==> src/design/pfe_pkg.sv <==
// shared constants, types and state encoding for the postfix expression evaluator
package pfe_pkg;

    // default sizes
    localparam int unsigned DEF_STACK_DEPTH = 16;
    localparam int unsigned DEF_DATA_WIDTH  = 32;

    // field widths fixed by the stream format
    localparam int unsigned SYM_W    = 8;
    localparam int unsigned STATUS_W = 3;

    // result status codes
    localparam logic [STATUS_W-1:0] ST_OK      = 3'd0;
    localparam logic [STATUS_W-1:0] ST_TOTAL   = 3'd1;
    localparam logic [STATUS_W-1:0] ST_LONG    = 3'd2;
    localparam logic [STATUS_W-1:0] ST_FEW     = 3'd3;
    localparam logic [STATUS_W-1:0] ST_INVALID = 3'd4;
    localparam logic [STATUS_W-1:0] ST_MANY    = 3'd5;
    localparam logic [STATUS_W-1:0] ST_DIVZERO = 3'd6;
    localparam logic [STATUS_W-1:0] ST_EMPTY   = 3'd7;

    // expression characters
    localparam logic [SYM_W-1:0] CH_PLUS  = 8'h2B;
    localparam logic [SYM_W-1:0] CH_MINUS = 8'h2D;
    localparam logic [SYM_W-1:0] CH_STAR  = 8'h2A;
    localparam logic [SYM_W-1:0] CH_SLASH = 8'h2F;
    localparam logic [SYM_W-1:0] CH_ZERO  = 8'h30;
    localparam logic [SYM_W-1:0] CH_NINE  = 8'h39;

    // sequencer states
    typedef enum logic [2:0] {
        S_IDLE,
        S_READ,
        S_WAIT,
        S_DONE
    } pfe_state_t;

    // request to the iterative multiply / divide unit
    typedef struct packed {
        logic start;
        logic is_div;
    } pfe_alu_req_t;

endpackage

==> src/design/pfe_alu.sv <==
// iterative shift-add multiplier and restoring divider, one bit per cycle
module pfe_alu
    import pfe_pkg::*;
#(
    parameter int unsigned DATA_WIDTH = DEF_DATA_WIDTH
) (
    input  logic                  aclk,
    input  logic                  aresetn,
    input  pfe_alu_req_t          req,
    input  logic [DATA_WIDTH-1:0] opa,
    input  logic [DATA_WIDTH-1:0] opb,
    output logic                  done,
    output logic [DATA_WIDTH-1:0] result
);

    localparam int unsigned CNT_W = $clog2(DATA_WIDTH);

    logic                  busy_reg, busy_next;
    logic                  done_reg, done_next;
    logic                  div_reg, div_next;
    logic                  neg_reg, neg_next;
    logic [CNT_W-1:0]      cnt_reg, cnt_next;
    logic [DATA_WIDTH-1:0] x_reg, x_next;
    logic [DATA_WIDTH-1:0] y_reg, y_next;
    logic [DATA_WIDTH-1:0] acc_reg, acc_next;
    logic [DATA_WIDTH-1:0] res_reg, res_next;

    logic [DATA_WIDTH-1:0] mag_a, mag_b;
    logic [DATA_WIDTH:0]   rem_sh, diff;
    logic [DATA_WIDTH-1:0] acc_step, x_step, y_step, quot_out;

    // control registers
    always_ff @(posedge aclk) begin
        if (!aresetn) begin
            busy_reg <= 1'b0;
            done_reg <= 1'b0;
            cnt_reg  <= '0;
        end else begin
            busy_reg <= busy_next;
            done_reg <= done_next;
            cnt_reg  <= cnt_next;
        end
    end

    // datapath registers
    always_ff @(posedge aclk) begin
        div_reg <= div_next;
        neg_reg <= neg_next;
        x_reg   <= x_next;
        y_reg   <= y_next;
        acc_reg <= acc_next;
        res_reg <= res_next;
    end

    // one step of either operation
    always_comb begin
        mag_a    = opa[DATA_WIDTH-1] ? (~opa + 1'b1) : opa;
        mag_b    = opb[DATA_WIDTH-1] ? (~opb + 1'b1) : opb;
        rem_sh   = {acc_reg, y_reg[DATA_WIDTH-1]};
        diff     = rem_sh - {1'b0, x_reg};
        if (div_reg) begin
            x_step = x_reg;
            if (!diff[DATA_WIDTH]) begin
                acc_step = diff[DATA_WIDTH-1:0];
                y_step   = {y_reg[DATA_WIDTH-2:0], 1'b1};
            end else begin
                acc_step = rem_sh[DATA_WIDTH-1:0];
                y_step   = {y_reg[DATA_WIDTH-2:0], 1'b0};
            end
        end else begin
            acc_step = y_reg[0] ? (acc_reg + x_reg) : acc_reg;
            x_step   = {x_reg[DATA_WIDTH-2:0], 1'b0};
            y_step   = {1'b0, y_reg[DATA_WIDTH-1:1]};
        end
        quot_out = neg_reg ? (~y_step + 1'b1) : y_step;
    end

    // sequencing
    always_comb begin
        busy_next = busy_reg;
        done_next = 1'b0;
        div_next  = div_reg;
        neg_next  = neg_reg;
        cnt_next  = cnt_reg;
        x_next    = x_reg;
        y_next    = y_reg;
        acc_next  = acc_reg;
        res_next  = res_reg;
        if (busy_reg) begin
            x_next   = x_step;
            y_next   = y_step;
            acc_next = acc_step;
            cnt_next = cnt_reg + 1'b1;
            if (cnt_reg == CNT_W'(DATA_WIDTH - 1)) begin
                busy_next = 1'b0;
                done_next = 1'b1;
                cnt_next  = '0;
                res_next  = div_reg ? quot_out : acc_step;
            end
        end else if (req.start) begin
            busy_next = 1'b1;
            div_next  = req.is_div;
            cnt_next  = '0;
            acc_next  = '0;
            neg_next  = opa[DATA_WIDTH-1] ^ opb[DATA_WIDTH-1];
            if (req.is_div) begin
                x_next = mag_b;
                y_next = mag_a;
            end else begin
                x_next = opa;
                y_next = opb;
            end
        end
    end

    assign done   = done_reg;
    assign result = res_reg;

endmodule

==> src/design/postfix_expression_evaluator.sv <==
// a digit or error goes from the idle to the done state, + or - passes through the read
// state, and * or / also through the wait state; one character at a time, * and / hold the
// block until the one-bit-per-cycle multiply / divide unit finishes
// operands below the top of stack live in a one-port-read memory with a registered read
// reset (aresetn low, synchronous) empties the stack and clears the latched error;
// stack memory contents are not cleared
module postfix_expression_evaluator
    import pfe_pkg::*;
#(
    parameter int unsigned STACK_DEPTH = DEF_STACK_DEPTH,
    parameter int unsigned DATA_WIDTH  = DEF_DATA_WIDTH
) (
    input  logic aclk,
    input  logic aresetn,
    input  logic                   s_tvalid,
    output logic                   s_tready,
    input  logic [SYM_W-1:0]       s_tdata,   // [7:0] symbol
    input  logic                   s_tlast,
    output logic                   m_tvalid,
    input  logic                   m_tready,
    // [2:0] status, then value (DATA_WIDTH bits), zero padded to bytes
    output logic [((STATUS_W + DATA_WIDTH + 7) / 8) * 8 - 1:0] m_tdata,
    output logic                   m_tlast
);

    localparam int unsigned OUT_W = ((STATUS_W + DATA_WIDTH + 7) / 8) * 8;
    localparam int unsigned AW    = $clog2(STACK_DEPTH);
    localparam int unsigned CW    = $clog2(STACK_DEPTH + 1);

    // operand memory, entries below the top of stack
    logic [DATA_WIDTH-1:0] mem [STACK_DEPTH];
    logic [DATA_WIDTH-1:0] rd_data_reg;
    logic                  mem_we, mem_re;
    logic [AW-1:0]         mem_waddr, mem_raddr;
    logic [DATA_WIDTH-1:0] mem_wdata;

    pfe_state_t            state_reg, state_next;
    logic [CW-1:0]         count_reg, count_next;
    logic [STATUS_W-1:0]   err_reg, err_next;
    logic [DATA_WIDTH-1:0] tos_reg, tos_next;
    logic [SYM_W-1:0]      sym_reg, sym_next;
    logic                  last_reg, last_next;
    logic                  m_valid_reg, m_valid_next;
    logic [STATUS_W-1:0]   m_status_reg, m_status_next;
    logic [DATA_WIDTH-1:0] m_value_reg, m_value_next;
    logic                  m_last_reg, m_last_next;

    pfe_alu_req_t          alu_req;
    logic                  alu_done;
    logic [DATA_WIDTH-1:0] alu_result;

    logic                  in_xfer;
    logic                  is_digit, is_op;
    logic [DATA_WIDTH-1:0] top_val;

    // memory write and registered read
    always_ff @(posedge aclk) begin
        if (mem_we) begin
            mem[mem_waddr] <= mem_wdata;
        end
        if (mem_re) begin
            rd_data_reg <= mem[mem_raddr];
        end
    end

    // control registers
    always_ff @(posedge aclk) begin
        if (!aresetn) begin
            state_reg   <= S_IDLE;
            count_reg   <= '0;
            err_reg     <= ST_OK;
            m_valid_reg <= 1'b0;
        end else begin
            state_reg   <= state_next;
            count_reg   <= count_next;
            err_reg     <= err_next;
            m_valid_reg <= m_valid_next;
        end
    end

    // payload registers
    always_ff @(posedge aclk) begin
        tos_reg      <= tos_next;
        sym_reg      <= sym_next;
        last_reg     <= last_next;
        m_status_reg <= m_status_next;
        m_value_reg  <= m_value_next;
        m_last_reg   <= m_last_next;
    end

    pfe_alu #(
        .DATA_WIDTH(DATA_WIDTH)
    ) u_alu (
        .aclk   (aclk),
        .aresetn(aresetn),
        .req    (alu_req),
        .opa    (rd_data_reg),
        .opb    (tos_reg),
        .done   (alu_done),
        .result (alu_result)
    );

    // input decode
    assign s_tready = (state_reg == S_IDLE);
    assign in_xfer  = s_tvalid && s_tready;
    assign is_digit = (s_tdata >= CH_ZERO) && (s_tdata <= CH_NINE);
    assign is_op    = (s_tdata == CH_PLUS) || (s_tdata == CH_MINUS)
                   || (s_tdata == CH_STAR) || (s_tdata == CH_SLASH);
    assign top_val  = (count_reg != '0) ? tos_reg : '0;

    // sequencer: next state, stack update and result register
    always_comb begin
        state_next    = state_reg;
        count_next    = count_reg;
        err_next      = err_reg;
        tos_next      = tos_reg;
        sym_next      = sym_reg;
        last_next     = last_reg;
        m_valid_next  = m_valid_reg && !m_tready;
        m_status_next = m_status_reg;
        m_value_next  = m_value_reg;
        m_last_next   = m_last_reg;
        mem_we        = 1'b0;
        mem_waddr     = AW'(count_reg - 1'b1);
        mem_wdata     = tos_reg;
        mem_re        = 1'b0;
        mem_raddr     = AW'(count_reg - CW'(2));
        alu_req       = '0;
        unique case (state_reg)
            S_IDLE: begin
                if (in_xfer) begin
                    sym_next   = s_tdata;
                    last_next  = s_tlast;
                    state_next = S_DONE;
                    if (err_reg != ST_OK) begin
                        // latched error: symbol ignored
                    end else if (is_digit) begin
                        if (count_reg == CW'(STACK_DEPTH)) begin
                            err_next = ST_LONG;
                        end else begin
                            // old top moves into memory
                            mem_we     = (count_reg != '0);
                            tos_next   = {{(DATA_WIDTH - 4){1'b0}}, s_tdata[3:0]};
                            count_next = count_reg + 1'b1;
                        end
                    end else if (is_op) begin
                        if (count_reg < CW'(2)) begin
                            err_next = ST_FEW;
                        end else if ((s_tdata == CH_SLASH) && (tos_reg == '0)) begin
                            err_next = ST_DIVZERO;
                        end else begin
                            mem_re     = 1'b1;
                            state_next = S_READ;
                        end
                    end else begin
                        err_next = ST_INVALID;
                    end
                end
            end
            S_READ: begin
                // left operand now in rd_data_reg, right operand is the top
                if (sym_reg == CH_PLUS) begin
                    tos_next   = rd_data_reg + tos_reg;
                    count_next = count_reg - 1'b1;
                    state_next = S_DONE;
                end else if (sym_reg == CH_MINUS) begin
                    tos_next   = rd_data_reg - tos_reg;
                    count_next = count_reg - 1'b1;
                    state_next = S_DONE;
                end else begin
                    alu_req.start  = 1'b1;
                    alu_req.is_div = (sym_reg == CH_SLASH);
                    state_next     = S_WAIT;
                end
            end
            S_WAIT: begin
                if (alu_done) begin
                    tos_next   = alu_result;
                    count_next = count_reg - 1'b1;
                    state_next = S_DONE;
                end
            end
            S_DONE: begin
                // load the result once the output register is free
                if (!m_valid_reg || m_tready) begin
                    m_valid_next = 1'b1;
                    m_last_next  = last_reg;
                    state_next   = S_IDLE;
                    if (!last_reg) begin
                        m_status_next = err_reg;
                        m_value_next  = top_val;
                    end else begin
                        m_value_next = '0;
                        if (err_reg != ST_OK) begin
                            m_status_next = err_reg;
                        end else if (count_reg == '0) begin
                            m_status_next = ST_EMPTY;
                        end else if (count_reg == CW'(1)) begin
                            m_status_next = ST_TOTAL;
                            m_value_next  = tos_reg;
                        end else begin
                            m_status_next = ST_MANY;
                        end
                        count_next = '0;
                        err_next   = ST_OK;
                    end
                end
            end
            default: begin
                state_next = S_IDLE;
            end
        endcase
    end

    assign m_tvalid = m_valid_reg;
    assign m_tdata  = OUT_W'({m_value_reg, m_status_reg});
    assign m_tlast  = m_last_reg;

`ifndef SYNTHESIS
    // stack occupancy never goes past STACK_DEPTH entries, top register included
    a_count_bound: assert property (@(posedge aclk) disable iff (!aresetn)
        count_reg <= CW'(STACK_DEPTH))
        else $error("stack count beyond depth");

    // the multiply / divide unit only finishes while the sequencer waits for it
    a_alu_done_wait: assert property (@(posedge aclk) disable iff (!aresetn)
        alu_done |-> (state_reg == S_WAIT))
        else $error("alu finished outside wait state");

    // a closing result empties the stack and clears the error
    a_close_clears: assert property (@(posedge aclk) disable iff (!aresetn)
        ((state_reg == S_DONE) && last_reg && (!m_valid_reg || m_tready))
        |=> ((count_reg == '0) && (err_reg == ST_OK)))
        else $error("stack not cleared after closing transfer");

    // an operator only reaches the read state with two operands available
    a_read_operands: assert property (@(posedge aclk) disable iff (!aresetn)
        (state_reg == S_READ) |-> (count_reg >= CW'(2)))
        else $error("operand read with fewer than two entries");
`endif

endmodule

==> config.mk <==
export PLATFORM = sky130hd
export DESIGN_NAME = postfix_expression_evaluator
export DESIGN_NICKNAME = d
export VERILOG_FILES = /design/src/design/pfe_pkg.sv /design/src/design/pfe_alu.sv /design/src/design/postfix_expression_evaluator.sv
export SDC_FILE = /design/constraint.sdc
export NUM_CORES = 1
export LEC_CHECK = 0
export BUFFER_PORTS_ARGS = -buffer_cell sky130_fd_sc_hd__clkbuf_2
export CORE_MARGIN = 1.5
export CORE_UTILIZATION = 60
export DETAILED_ROUTE_END_ITERATION = 8
export HOLD_SLACK_MARGIN = 0.15
export MAX_ROUTING_LAYER = met4
export PLACE_DENSITY = 0.79
export SLEW_MARGIN = 40
export SYNTH_ARGS = -nofsm -noshare
export SYNTH_HDL_FRONTEND = slang
export SYNTH_SLANG_ARGS = --single-unit
export TNS_END_PERCENT = 50
==> constraint.sdc <==
create_clock -name aclk -period 6.85 [get_ports aclk]
set_input_delay 1.37 -clock aclk [delete_from_list [all_inputs] [get_ports aclk]]
set_output_delay 1.37 -clock aclk [all_outputs]
set_load 0.05 [all_outputs]
Word-level counts from Yosys, hierarchy flattened
Memory sizes are Yosys's and may differ from the RTL's. A register that Yosys moved wholly into a read port is not among the register bits.
Index checks and enable logic that the tools add are counted.
{ "op_classes": {"addsub": 11, "reduce_logical": 29, "n_mux": 92, "order_cmp": 3, "bitwise_logic": 5, "n_eq_ne": 24} }
{ "op_table": {"columns": ["operator", "n"], "rows": [
  ["32-bit 2-to-1 mux", 29],
  ["32-bit by 1-bit adder with 32-bit output (second input constant)", 3],
  ["32-bit NOT", 3],
  ["32-bit case mux with 3 select lines", 1],
  ["32-bit adder", 2],
  ["5-bit 2-to-1 mux", 12],
  ["8-bit by 6-bit == test with 1-bit output (second input constant)", 7],
  ["3-bit 2-to-1 mux", 16],
  ["33-bit by 32-bit subtractor with 33-bit output", 1],
  ["32-bit zero test", 1],
  ["32-bit subtractor", 1],
  ["1-bit 2-to-1 mux", 23],
  ["5-bit case mux with 4 select lines", 1],
  ["2-bit 2-to-1 mux", 8],
  ["7-bit AND reduction", 2],
  ["3-bit case mux with 4 select lines", 1],
  ["2-bit AND reduction", 6],
  ["5-bit by 1-bit adder with 5-bit output (second input constant)", 2],
  ["5-bit == test (second input constant)", 2],
  ["2-bit inequality test (second input constant)", 5],
  ["9-bit AND reduction", 1],
  ["8-bit by 6-bit greater-or-equal comparator with 1-bit output (second input constant)", 1],
  ["8-bit by 6-bit <= comparator with 1-bit output (second input constant)", 1],
  ["3-bit by 2-bit == test with 1-bit output (second input constant)", 2],
  ["22 further kinds", 33]
]} }
{ "word_totals": {"wordCells": 184, "input_bits": 13, "ram_bits": 512, "mem_count": 1, "output_inout_bits": 43, "regBits": 226} }
{ "mem_list": {"columns": ["name", "depth", "width", "read_ports", "rd_clocked_by_memory_dff", "write_ports", "line", "rtl"], "rows": [
  ["mem", 16, 32, 1, 1, 1, "postfix_expression_evaluator.sv:31", "logic [DATA_WIDTH-1:0] mem [STACK_DEPTH];"]
]} }

Depth between registers and ports, before layout
{ "logic_depth": {"ltp_word": 9, "ltp_mapped": 21} }

Hierarchy
A second synthesis with hierarchy kept.
{ "unflattened": {"hier_cells": 2940, "area_unflattened_um2": 39166.3} }
{ "modules_own_cells": {"columns": ["module", "instances", "area_each_um2", "seq_area_each_um2", "cells_per_inst"], "rows": [
  ["postfix_expression_evaluator", 1, 26724.4, 18868.1, 1458],
  ["pfe_alu", 1, 12441.9, 4043.9, 1482]
]} }

Least setup slack after synthesis
No wires, ideal clock.
{ "synth_timing": {"kind": "input -> register", "startpoint": "input port s_tvalid", "endpoint": "memory mem[15][0] (netlist bit) (enable)", "path_stages": 5, "path_slack_ns": 1.862, "arrival_ns": 4.527, "setup_time_ns": 0.461, "t_required_ns": 6.389, "path_cell_list": "and2_1 > nand2_1 > a211oi_1 > nand2_1 > nor3_1"} }
{ "synth_via": {"elab_chain_len": 5} }
{ "synth_lines": {"columns": ["element", "line", "rtl"], "rows": [
  ["start, declared", "postfix_expression_evaluator.sv:15", "input logic s_tvalid,"],
  ["1-bit logical AND", "postfix_expression_evaluator.sv:105", "assign in_xfer = s_tvalid && s_tready;"],
  ["1-bit 2-to-1 mux", "postfix_expression_evaluator.sv:131", "if (in_xfer) begin"],
  ["1-bit 2-to-1 mux", "postfix_expression_evaluator.sv:129", "unique case (state_reg)"],
  ["1-bit 2-to-1 mux", "postfix_expression_evaluator.sv:58", "if (mem_we) begin"],
  ["1-bit 2-to-1 mux (implied by the code)", "postfix_expression_evaluator.sv:59", "mem[mem_waddr] <= mem_wdata;"],
  ["end, declared", "postfix_expression_evaluator.sv:31", null]
]} }
Every way passes these cells.

Worst setup path after layout
{ "layout_timing": {"startpoint": "register u_alu.y_reg[31]", "endpoint": "register u_alu.res_reg[30], in the netlist u_alu.result[30] (data pin)"} }
{ "layout_via": {"elab_chain_len": 7, "word_cells_on_any_way": 9, "cone_classes": "add/sub: 2; mux: 6; bitwise: 1"} }
{ "layout_lines": {"columns": ["element", "line", "rtl"], "rows": [
  ["start, declared", "pfe_alu.sv:24", "logic [DATA_WIDTH-1:0] y_reg, y_next;"],
  ["start signal, assigned", "pfe_alu.sv:50", "y_reg <= y_next;"],
  ["33-bit by 32-bit subtractor with 33-bit output", "pfe_alu.sv:60", "diff = rem_sh - {1'b0, x_reg};"],
  ["1-bit 2-to-1 mux", "pfe_alu.sv:63", "if (!diff[DATA_WIDTH]) begin"],
  ["32-bit 2-to-1 mux", "pfe_alu.sv:61", "if (div_reg) begin"],
  ["32-bit NOT", "pfe_alu.sv:75", "quot_out = neg_reg ? (~y_step + 1'b1) : y_step;"],
  ["32-bit by 1-bit adder with 32-bit output", "pfe_alu.sv:75", null],
  ["32-bit 2-to-1 mux", "pfe_alu.sv:75", null],
  ["32-bit 2-to-1 mux (*)", "pfe_alu.sv:98", "res_next = div_reg ? quot_out : acc_step;"],
  ["end signal, assigned", "pfe_alu.sv:52", "res_reg <= res_next;"],
  ["end, declared", "pfe_alu.sv:26", "logic [DATA_WIDTH-1:0] res_reg, res_next;"]
]} }
Every way passes the cells marked *; elsewhere a longest branch is shown, timed or not.
A chain may end at the register's enable or synchronous reset.

==> results.json <==
{
  "p_sw_mw": 7.61,
  "pwr-share-seq": 0.356,
  "fin_skew_ps": 44.0,
  "overflow": 0,
  "grt_max_degree": 145,
  "finalNetCount": 3111,
  "max-vdd-ir-drop_mv": 0.325,
  "p_comb_frac": 0.413,
  "synth_warnings": 0,
  "p_clk_frac": 0.232,
  "routed_wl_um": 107000,
  "worst_pin_slew_ps": 884,
  "setup_ws_ps": 1020,
  "synth_most_common_cell": "edfxtp_1",
  "avgSynthCellArea_um2": 13.3,
  "dpl.hpwl_um": 67500,
  "p_int_mw": 12.1,
  "cts_setup_buffers": 0,
  "grt_pass1_vias": 25600,
  "initial_core_util": 0.605,
  "num_vias": 26000,
  "ctsLongestPathBuffers": 3,
  "setup.worst_path.end_class": "flop",
  "core_mm2": 0.0643,
  "async_flop_share": 0,
  "clkSinkCount": 769,
  "vias_per_cell": 6.67,
  "largest_register_ffs": 512,
  "die_h_um": 258,
  "synth_top_area_frac": 0.579,
  "synth_area_mm2": 0.0389,
  "place.gp.congestion": 0.982,
  "ios": 56,
  "antenna_cells": 0,
  "track_usage": 0.333,
  "min_path_type": "flop to flop",
  "outcome": "completed",
  "cts_tree": "done",
  "powerDensity_mw_per_mm2": 454,
  "setup_tns_ps": 0,
  "cts_buffers": 79,
  "row_count": 93,
  "synth_commonest_cells": "edfxtp_1 (751), nand2_1 (225), a21oi_1 (192)",
  "initialDrtViolationCount": 3098,
  "startpoint_type": "flop",
  "nFillCells": 4344,
  "preCtsSetupSlack_ps": 866,
  "drt_pass1_iterations": 8,
  "ant_nets": 0,
  "synth_ff_type": "edfxtp_1",
  "root_buffer": "clkbuf_16",
  "final_cells": 3892,
  "worst_hold_slack_ps": 495,
  "synth.area.top_cells": "edfxtp_1 (58%), mux4_2 (9.3%), ha_1 (3.8%)",
  "ctsHoldBuffers": 0,
  "p_leak_nw": 15.0,
  "ys_ff_latch": 769,
  "clk_latency_ps": 650,
  "ys_seq_area_frac": 0.588,
  "crit_required_ps": 7200,
  "p_sw_frac": 0.385,
  "syn_inst": 2925,
  "wl_per_cell_um": 27.5,
  "p_total_mw": 19.8,
  "maxSlewHeadroom": 0.407,
  "hold_viol": 0,
  "worstPathArrival_ps": 6190,
  "chipWidth_um": 258,
  "maxCapViolations": 0,
  "drive_gt1_frac": 0.156,
  "synth_enable_flop_cells": 751,
  "grt_first_pass_wirelength_um": 160000,
  "finalSetupViolCount": 0,
  "rsz0062_at_grt": "no",
  "dieArea_mm2": 0.0664,
  "largest_register": "mem",
  "grt_antenna_before_repair": 1,
  "timing.final.crit_share": 0.852,
  "dp_cells": 3732,
  "fmax_mhz": 171,
  "path_clk_slew_ps": 60,
  "crit_fanout": 5,
  "path_class": "flop to flop",
  "synthDistinctLibCells": 76,
  "ctsResizeCount": 0,
  "drc": 0,
  "h-tree-depth": 3,
  "period_minus_slack_ps": 5830,
  "report.final.slew_viol_count": 0,
  "area_growth_pct": 11.6,
  "port_buffers": 50,
  "yosysTopAreaCell": "edfxtp_1"
}
power by group through the flow:
stage,Sequential (mW),Clock (mW),Combinational (mW)
final,7.02,4.58,8.15
after global routing,7.09,4.78,8.81
after CTS,7.21,4.61,7.76
after detailed placement,7.30,0,7.64
after global placement,7.29,0,7.38
after floorplan,6.91,0,5.78
routing by layer:
| metal | up-vias | track usage | share of wire |
|---|---|---|---|
| li1 | 11400 | - | - |
| met1 | 13000 | 0.432 | 0.38 |
| met2 | 1380 | 0.547 | 0.50 |
| met3 | 211 | 0.0361 | 0.076 |
| met4 | 0 | 0.124 | 0.036 |
| met5 | - | - | 0 |
logic make-up after synthesis:
kind of cell,synth area share
AO/OA/AOI/OAI,0.106
AND/OR/NAND/NOR,0.0890
other,0.0000963
multiplexers,0.107
adder cells (fa/ha/maj),0.0398
XOR/XNOR,0.0445
flip-flops,0.588
buffers and inverters,0.0247
placed cells by master, fill, tap and decap left out, types with 18 or more instances in the layout:
master and count:
clkbuf_16 79, mux2i_1 43, xnor2_1 69, o31ai_1 41, or3_1 20, edfxtp_1 751
and2_1 43, clkbuf_2 50, inv_1 75, nor3_1 44, a211oi_1 61, buf_6 20
nand2b_1 19, a22oi_1 18, mux4_2 160, a21oi_1 191, o21ai_0 167, and3_1 20
nor2_1 157, a21o_1 46, nor2b_1 52, nand2_1 225, buf_4 42, nand3_1 37
ha_1 119, xor2_1 128
worst paths after layout:
| kind | slack, ps | from | cells past startpoint | to |
|---|---|---|---|---|
| worst min register to register | 490 | err_reg[0] | 2 | err_reg[0] |
| worst max register to register | 1020 | u_alu.y_reg[31] | 20 | u_alu.result[30] |
| worst min-delay path | 490 | err_reg[0] | 2 | err_reg[0] |
| worst max-delay path | 1020 | u_alu.y_reg[31] | 20 | u_alu.result[30] |
layout make-up:
cell class	instances	area (um2)	area share
timing repair buffer	133	1180	0.0271
clock buffer	92	2040	0.0468
sequential	769	22900	0.527
clock inverter	50	679	0.0156
inverter	79	298	0.00685
tap	855	1070	0.0246
multi-input combinational	1914	15300	0.352
stage by stage:
step | cell area [um2] | utilization
2_1_floorplan | 39000 | -
3_3_place_gp | 40200 | 0.624
3_5_place_dp | 40500 | 0.630
4_1_cts | 43200 | 0.672
5_1_grt | 43500 | 0.675
6_report | 43500 | 0.675
critical path, stage by stage, from the launching register on:
cell,delay (ps)
edfxtp_1,350
inv_1,70
ha_1,220
fa_1,400
nor2b_1,190
o31a_1,200
o31ai_1,140
o21ai_0,470
nor4b_2,530
nand4bb_1,240
nand3_2,140
mux2i_1,220
ha_1,220
nand3_1,110
or3_1,430
nor3_1,300
nand4_1,240
or4_1,480
o41ai_1,330
xor2_1,180
a21oi_1,90
Note: power is estimated with default switching activity, not from simulation.
